==> src/sv/tile_sprite_strip_pixel_renderer_assert.svh <==
// assertion macros for the strip renderer
`ifndef TILE_SPRITE_STRIP_PIXEL_RENDERER_ASSERT_SVH
`define TILE_SPRITE_STRIP_PIXEL_RENDERER_ASSERT_SVH

`ifndef ASSERT_OFF

// same-cycle implication
`define TSSR_ASSERT_NOW(lbl, clk, rst_n, ante, cons) \
    lbl: assert property (@(posedge clk) disable iff (!rst_n) (ante) |-> (cons)) \
        else $error("tssr assertion failed");

// next-cycle implication
`define TSSR_ASSERT_NEXT(lbl, clk, rst_n, ante, cons) \
    lbl: assert property (@(posedge clk) disable iff (!rst_n) (ante) |=> (cons)) \
        else $error("tssr assertion failed");

`else

`define TSSR_ASSERT_NOW(lbl, clk, rst_n, ante, cons)
`define TSSR_ASSERT_NEXT(lbl, clk, rst_n, ante, cons)

`endif

`endif

==> src/sv/tssr_pkg.sv <==
package tssr_pkg;

    localparam int ROM_DEPTH_DEF     = 4096;
    localparam int PALETTE_DEPTH_DEF = 256;
    localparam int COLOR_DEPTH_DEF   = 32;

    localparam int CMD_W   = 3;
    localparam int ADDR_W  = 12;
    localparam int DATA_W  = 8;
    localparam int PAL_W   = 6;
    localparam int COORD_W = 10;
    localparam int CHAN_W  = 8;

    localparam int PIX_PER_STRIP = 32;
    localparam int IDX_W         = $clog2(PIX_PER_STRIP);
    localparam int BYTE_IDX_W    = 3;
    localparam int PIX_IDX_W     = 2;
    localparam int STRIP_LAST    = PIX_PER_STRIP - 1;
    localparam int STRIP_TOP_OFS = 7;

    // sprite coordinate offsets when mirrored
    localparam int SPR_X_FLIP_OFS = 7;
    localparam int SPR_Y_FLIP_OFS = 5;

    // resistor weights
    localparam logic [CHAN_W-1:0] W_LO      = 8'h21;
    localparam logic [CHAN_W-1:0] W_MID     = 8'h47;
    localparam logic [CHAN_W-1:0] W_HI      = 8'h97;
    localparam logic [CHAN_W-1:0] W_BLUE_LO = 8'h51;
    localparam logic [CHAN_W-1:0] W_BLUE_HI = 8'hae;

    typedef enum logic [CMD_W-1:0] {
        CMD_LOAD_TILE    = 3'd0,
        CMD_LOAD_SPRITE  = 3'd1,
        CMD_LOAD_PALETTE = 3'd2,
        CMD_LOAD_COLOR   = 3'd3,
        CMD_DRAW_TILE    = 3'd4,
        CMD_DRAW_SPRITE  = 3'd5
    } t_cmd;

    typedef enum logic [2:0] {
        S_IDLE,
        S_ROM,
        S_PAL,
        S_COL,
        S_EMIT
    } t_state;

    typedef struct packed {
        logic we_tile;
        logic we_sprite;
        logic we_pal;
        logic we_col;
        logic rd_rom;
        logic rd_pal;
        logic rd_col;
    } t_tbl_ctrl;

endpackage

==> src/sv/tssr_pix_unit.sv <==
module tssr_pix_unit (
    input  logic [tssr_pkg::BYTE_IDX_W-1:0]    i_byte_idx,
    input  logic [tssr_pkg::PIX_IDX_W-1:0]     i_pix_idx,
    input  logic                               i_sprite,
    input  logic                               i_flip_x,
    input  logic                               i_flip_y,
    input  logic signed [tssr_pkg::COORD_W-1:0] i_start_x,
    input  logic signed [tssr_pkg::COORD_W-1:0] i_start_y,
    input  logic [tssr_pkg::DATA_W-1:0]        i_color,
    output logic signed [tssr_pkg::COORD_W-1:0] o_pixel_x,
    output logic signed [tssr_pkg::COORD_W-1:0] o_pixel_y,
    output logic [tssr_pkg::CHAN_W-1:0]        o_red,
    output logic [tssr_pkg::CHAN_W-1:0]        o_green,
    output logic [tssr_pkg::CHAN_W-1:0]        o_blue,
    output logic                               o_visible
);
    import tssr_pkg::*;

    logic [COORD_W-1:0] ofs_x;
    logic [COORD_W-1:0] ofs_y;

    always_comb begin
        if (i_sprite && i_flip_x) begin
            ofs_x = COORD_W'(SPR_X_FLIP_OFS) - COORD_W'(i_byte_idx);
        end else begin
            ofs_x = COORD_W'(i_byte_idx) + COORD_W'(i_sprite);
        end
        if (i_sprite && i_flip_y) begin
            ofs_y = COORD_W'(i_pix_idx) - COORD_W'(SPR_Y_FLIP_OFS);
        end else begin
            // rows go upward from the anchor
            ofs_y = COORD_W'(0) - COORD_W'(i_pix_idx) - COORD_W'(1'b1);
        end
    end

    assign o_pixel_x = i_start_x + ofs_x;
    assign o_pixel_y = i_start_y + ofs_y;

    assign o_red   = ({CHAN_W{i_color[0]}} & W_LO) + ({CHAN_W{i_color[1]}} & W_MID)
                   + ({CHAN_W{i_color[2]}} & W_HI);
    assign o_green = ({CHAN_W{i_color[3]}} & W_LO) + ({CHAN_W{i_color[4]}} & W_MID)
                   + ({CHAN_W{i_color[5]}} & W_HI);
    assign o_blue  = ({CHAN_W{i_color[6]}} & W_BLUE_LO)
                   + ({CHAN_W{i_color[7]}} & W_BLUE_HI);
    assign o_visible = |i_color;
endmodule

==> config.mk <==
export PLATFORM = sky130hd
export DESIGN_NAME = tssr_pix_unit
export DESIGN_NICKNAME = d
export VERILOG_FILES = /design/src/sv/tile_sprite_strip_pixel_renderer_assert.svh /design/src/sv/tssr_pkg.sv /design/src/sv/tssr_pix_unit.sv
export SDC_FILE = /design/constraint.sdc
export NUM_CORES = 1
export LEC_CHECK = 0
export ABC_AREA = 1
export BUFFER_PORTS_ARGS = -buffer_cell sky130_fd_sc_hd__buf_2
export CELL_PAD_IN_SITES_DETAIL_PLACEMENT = 1
export CELL_PAD_IN_SITES_GLOBAL_PLACEMENT = 2
export CORE_MARGIN = 4
export CORE_UTILIZATION = 19
export DETAILED_ROUTE_END_ITERATION = 7
export PLACE_DENSITY_LB_ADDON = 0.1
export SETUP_SLACK_MARGIN = 0.5
export SYNTH_ARGS = -nofsm -noshare
export SYNTH_HDL_FRONTEND = slang
export SYNTH_SLANG_ARGS = --single-unit
==> constraint.sdc <==
create_clock -name vclk -period 2.1
set_input_delay 0.315 -clock vclk [all_inputs]
set_output_delay 0.315 -clock vclk [all_outputs]
set_load 0.01 [all_outputs]
======== Yosys cells after proc, flatten, opt, wreduce, memory -nomap -nowiden ========
Cells that the tools add are included.
storage, ports and cells
  register bits ........................... 0
  bits of input ports ..................... 36
  output and inout bits ................... 45
  logic and storage cells ................. 17
operators by class
  add/subtract/negate cells ............... 12
  mux-type cells .......................... 2
  reduce and logical (&&, ||, !) cells .... 3
operators with widths
  operator                                                             count
  10-bit adder                                                         2
  10-bit two-way mux                                                   2
  6-bit by 7-bit adder with 8-bit output                               2
  8-bit adder                                                          2
  7-bit by 8-bit adder with 8-bit output                               1
  8-bit OR reduction                                                   1
  3-bit by 1-bit adder with 4-bit output                               1
  2-bit by 3-bit subtractor with 4-bit output (second input constant)  1
  3-bit by 2-bit subtractor with 4-bit output (second input constant)  1
  3-bit by 3-bit subtractor with 4-bit output (first input constant)   1
  1-bit by 2-bit subtractor with 3-bit output (first input constant)   1
  1-bit logical AND                                                    2

======== Depth between registers and ports, before layout ========
  depth in word-level cells ............... 4
  mapped depth ............................ 14
  gate-level depth less buffers ........... 14

======== Least setup slack after synthesis ========
OpenSTA, ideal clock, no wires.
  path kind ............................... input port to output port
  from .................................... in i_byte_idx[0] (netlist bit)
  to ...................................... out o_pixel_x[8] (netlist bit)
  arrival time ............................ 1.894 ns
  required time ........................... 1.785 ns
  setup slack ............................. -0.109 ns
  stages on the path ...................... 9
  cells stage by stage .................... ha_1 -> ha_1 -> a21oi_1 -> a31oi_1 -> fa_1 -> nand3_1 -> nand2_1 -> nand3_1 -> xor2_1
on the way
  word-level cells in the longest chain between the ends .. 3
  elaborated cells between the ends (all ways) .. 4
ends and longest elaborated chain
  element                                                                                                line                                      RTL
  start, declared                                                                                        tssr_pix_unit.sv:2                        input logic [tssr_pkg::BYTE_IDX_W-1:0] i_byte_idx,
  3-bit by 1-bit adder with 4-bit output or 3-bit by 3-bit subtractor with 4-bit output (tied branches)  tssr_pix_unit.sv:26, tssr_pix_unit.sv:24
  10-bit two-way mux (*)                                                                                 tssr_pix_unit.sv:23                       if (i_sprite && i_flip_x) begin
  10-bit adder (*)                                                                                       tssr_pix_unit.sv:36                       assign o_pixel_x = i_start_x + ofs_x;
  end, declared                                                                                          tssr_pix_unit.sv:10                       output logic signed [tssr_pkg::COORD_W-1:0] o_pixel_x,
Every way passes the cells marked *; elsewhere a longest branch is shown, timed or not.

======== Worst setup path in the final report ========
  from .................................... in i_sprite
  to ...................................... out o_pixel_x[8] (netlist bit)
on the way
  word-level cells in the longest chain between the ends .. 3
  elaborated cells between the ends (all ways) .. 4
ends and longest elaborated chain
  element                                                                      line                                      RTL
  start, declared                                                              tssr_pix_unit.sv:4                        input logic i_sprite,
  3-bit by 1-bit adder with 4-bit output or 1-bit logical AND (tied branches)  tssr_pix_unit.sv:26, tssr_pix_unit.sv:23
  10-bit two-way mux (*)                                                       tssr_pix_unit.sv:23
  10-bit adder (*)                                                             tssr_pix_unit.sv:36
Marks and branches as above.

==> summary.txt <==
Worst hold path cell count - 2
DR WL/cell - 11.05 um
Post-Syn Nets - 256
Final Util - 41.54%
Post-Place Cells - 350
CP delay by family, top - adder cells
Diodes inserted - 0
Worst hold slack - 0.8286 ns
Design area - 0.002517 sq mm
YS warnings - 0
Vias in the first global route - 1528
IO Pins - 81
Pre-antenna DRT Iters - 3
Max-cap violations - 0
Final Critical Period - 2.320 ns
Synth-to-Final Area Change - 107.9%
FF+latch area - 0 sq um
Cell Area, Placed - 0.002073 sq mm
Sequential element share of the synthesized area - 0%
Starting Density - 19.98%
Initial drt markers - 9
Area of the multi-input gates - 0.001381 sq mm
DRC - 0
Unique masters post-synth - 22
Tcrit/Tclk final - 110.5%
Vias - 1521
Commonest non-fill, non-tap cell in the layout - buf_2
PortBufs - 81
Detailed Place HPWL - 3479 um
Post-route ant nets - 0
Total power - 0.8571 mW
Combinational power share - 100.0%
Most frequent cells in the layout - 62 x buf_2, 28 x nand2_1, 28 x buf_4
Status - complete, but fails checks
Clock buffers - 0
GRT overflow - 0
Final worst setup slack - -0.2196 ns
Leakage - 1.267 nW
Routability-driven placement congestion ratio - 0.6938
Layout cells sized above 1 - 70.45%
Crit path buf inv count - 3
Sw power - 0.4175 mW
Fin. max-slew vios - 0
Startpoint types - primary input
HP Class - primary input to primary output
Required @ worst endpoint - 1.78 ns
Switching Share - 48.70%
Critical path's slowest cell - ha_1
Failing checks - negative setup slack
RSZ-0062 raised after global routing - yes
Non-Filler Instances - 366
Int Pwr - 0.4397 mW
Worst setup path class - primary input to primary output
Fillers - 753
Final setup fails - 15
Avg Inst Size Synth - 6.308 sq um
Rows - 28
CP arrival - 2.00 ns
Crit-path cells - buf_8, ha_4, ha_4, a21oi_2, xnor2_1, ha_1, buf_4, nand3_2, nand2_4, nand3_4, xor2_2, buf_2
Crit end category - primary output
Largest net degree at the start of global routing - 9
Slew @ Worst Pin - 0.2819 ns
Initial antenna violation count - 0
Num sequential - 0
VDD IR max - 0.0001481 V
First-pass GRT wire length - 6499 um
Fmax achieved - 431.1 MHz
Slowest stage delay, CP - 0.38 ns
Die area - 0.007716 sq mm
Seq pwr share - 0%
Max-slew headroom - 81.06%
Crit-path most repeated cell - ha_4
Total Wirelength - 4043 um
PwrDens - 340.5 mW/mm^2
# nets final - 357
Worst hold start - i_color[3]
Die width - 87.84 um
Hold endpoint - o_green[5]
GRT Util Overall - 9.907%
CP Max Fanout - 4
Die H - 87.84 um
Synthesized area - 0.001211 sq mm
Part of the power in the clock network - 0%
Core outline area - 0.006061 sq mm
Via density - 4.156
Final hold viol count - 0
Gate count after technology mapping - 192
Hold-fix buffers, CTS - 0
==> layout make-up <==
cell class                      instances  share of cell area (%)
Inverter                               39                   7.753
Multi-Input combinational cell        137                   54.87
Tap cell                               75                   3.728
Timing Repair Buffer                  115                   33.65
==> kinds of logic (layout without fill, tap and decap cells) <==
| family | Yosys count | count (layout) | share of synthesized area, % |
|---|---|---|---|
| AO/OA/AOI/OAI | 12 | 12 | 5.372 |
| XOR/XNOR | 11 | 11 | 7.955 |
| adder cells (fa/ha/maj) | 28 | 28 | 33.88 |
| buffers and inverters | 55 | 154 | 22.00 |
| AND/OR/NAND/NOR | 86 | 86 | 30.79 |
==> worst max path at each step <==
| stage | start | endpoint | depth (start not counted) |
|---|---|---|---|
| finish | i_sprite | o_pixel_x[8] | 12 |
| global route | i_sprite | o_pixel_x[9] | 14 |
| CTS | i_sprite | o_pixel_x[5] | 12 |
| detailed placement | i_pix_idx[1] | o_pixel_y[8] | 14 |
| global placement | i_pix_idx[1] | o_pixel_y[8] | 14 |
| floorplan | i_byte_idx[0] | o_pixel_x[9] | 12 |
==> synthesized netlist by cell type <==
library cell	instances	area share, %
nand3b_1	1	0.62
nand3_2	1	0.83
ha_1	20	21
xor2_1	9	6.5
o21ai_0	1	0.41
nor2_2	1	0.52
nand4_1	2	1.0
and2_1	1	0.52
nand2_2	1	0.52
buf_4	16	9.9
nor4_1	1	0.52
inv_1	39	12
and2_4	1	0.72
a31oi_1	1	0.52
nand3_1	14	5.8
nor2_1	7	2.2
fa_1	8	13
nor3_1	2	0.83
xnor2_1	2	1.4
nand2_1	54	17
o21ai_2	1	0.72
a21oi_1	9	3.7
==> per-stage QoR <==
| step | setup WS [ns] | setup TNS [ns] |
|---|---|---|
| finish | -0.2196 | -2.060 |
| CTS | -0.2112 | -2.232 |
| floorplan | 0.08795 | 0 |
| detailed placement | -0.3329 | -3.454 |
| global placement | -0.2786 | -3.217 |
| global route | -0.3211 | -3.696 |
==> power by group through the flow <==
stage	Sequential, mW	Combinational [mW]	Clock, mW
2_1_floorplan	0	0.440	0
3_3_place_gp	0	0.683	0
3_5_place_dp	0	0.689	0
4_1_cts	0	0.789	0
5_1_grt	0	0.945	0
6_report	0	0.857	0
==> per-layer routing <==
layer / global-route usage, % / part of all wire, %
met2: 19.52 / 53
met1: 12.11 / 40
met3: 1.129 / 7.5
met5: 0 / 0
met4: 0 / 0
==> timing repair <==
item | in CTS | in global routing
setup endpoints to repair | 24 | 23
resized for setup | 56 | 32
pin swaps | 36 | 26
setup buffers | 9 | 7
No activity file was read; power rests on OpenSTA's default activity.
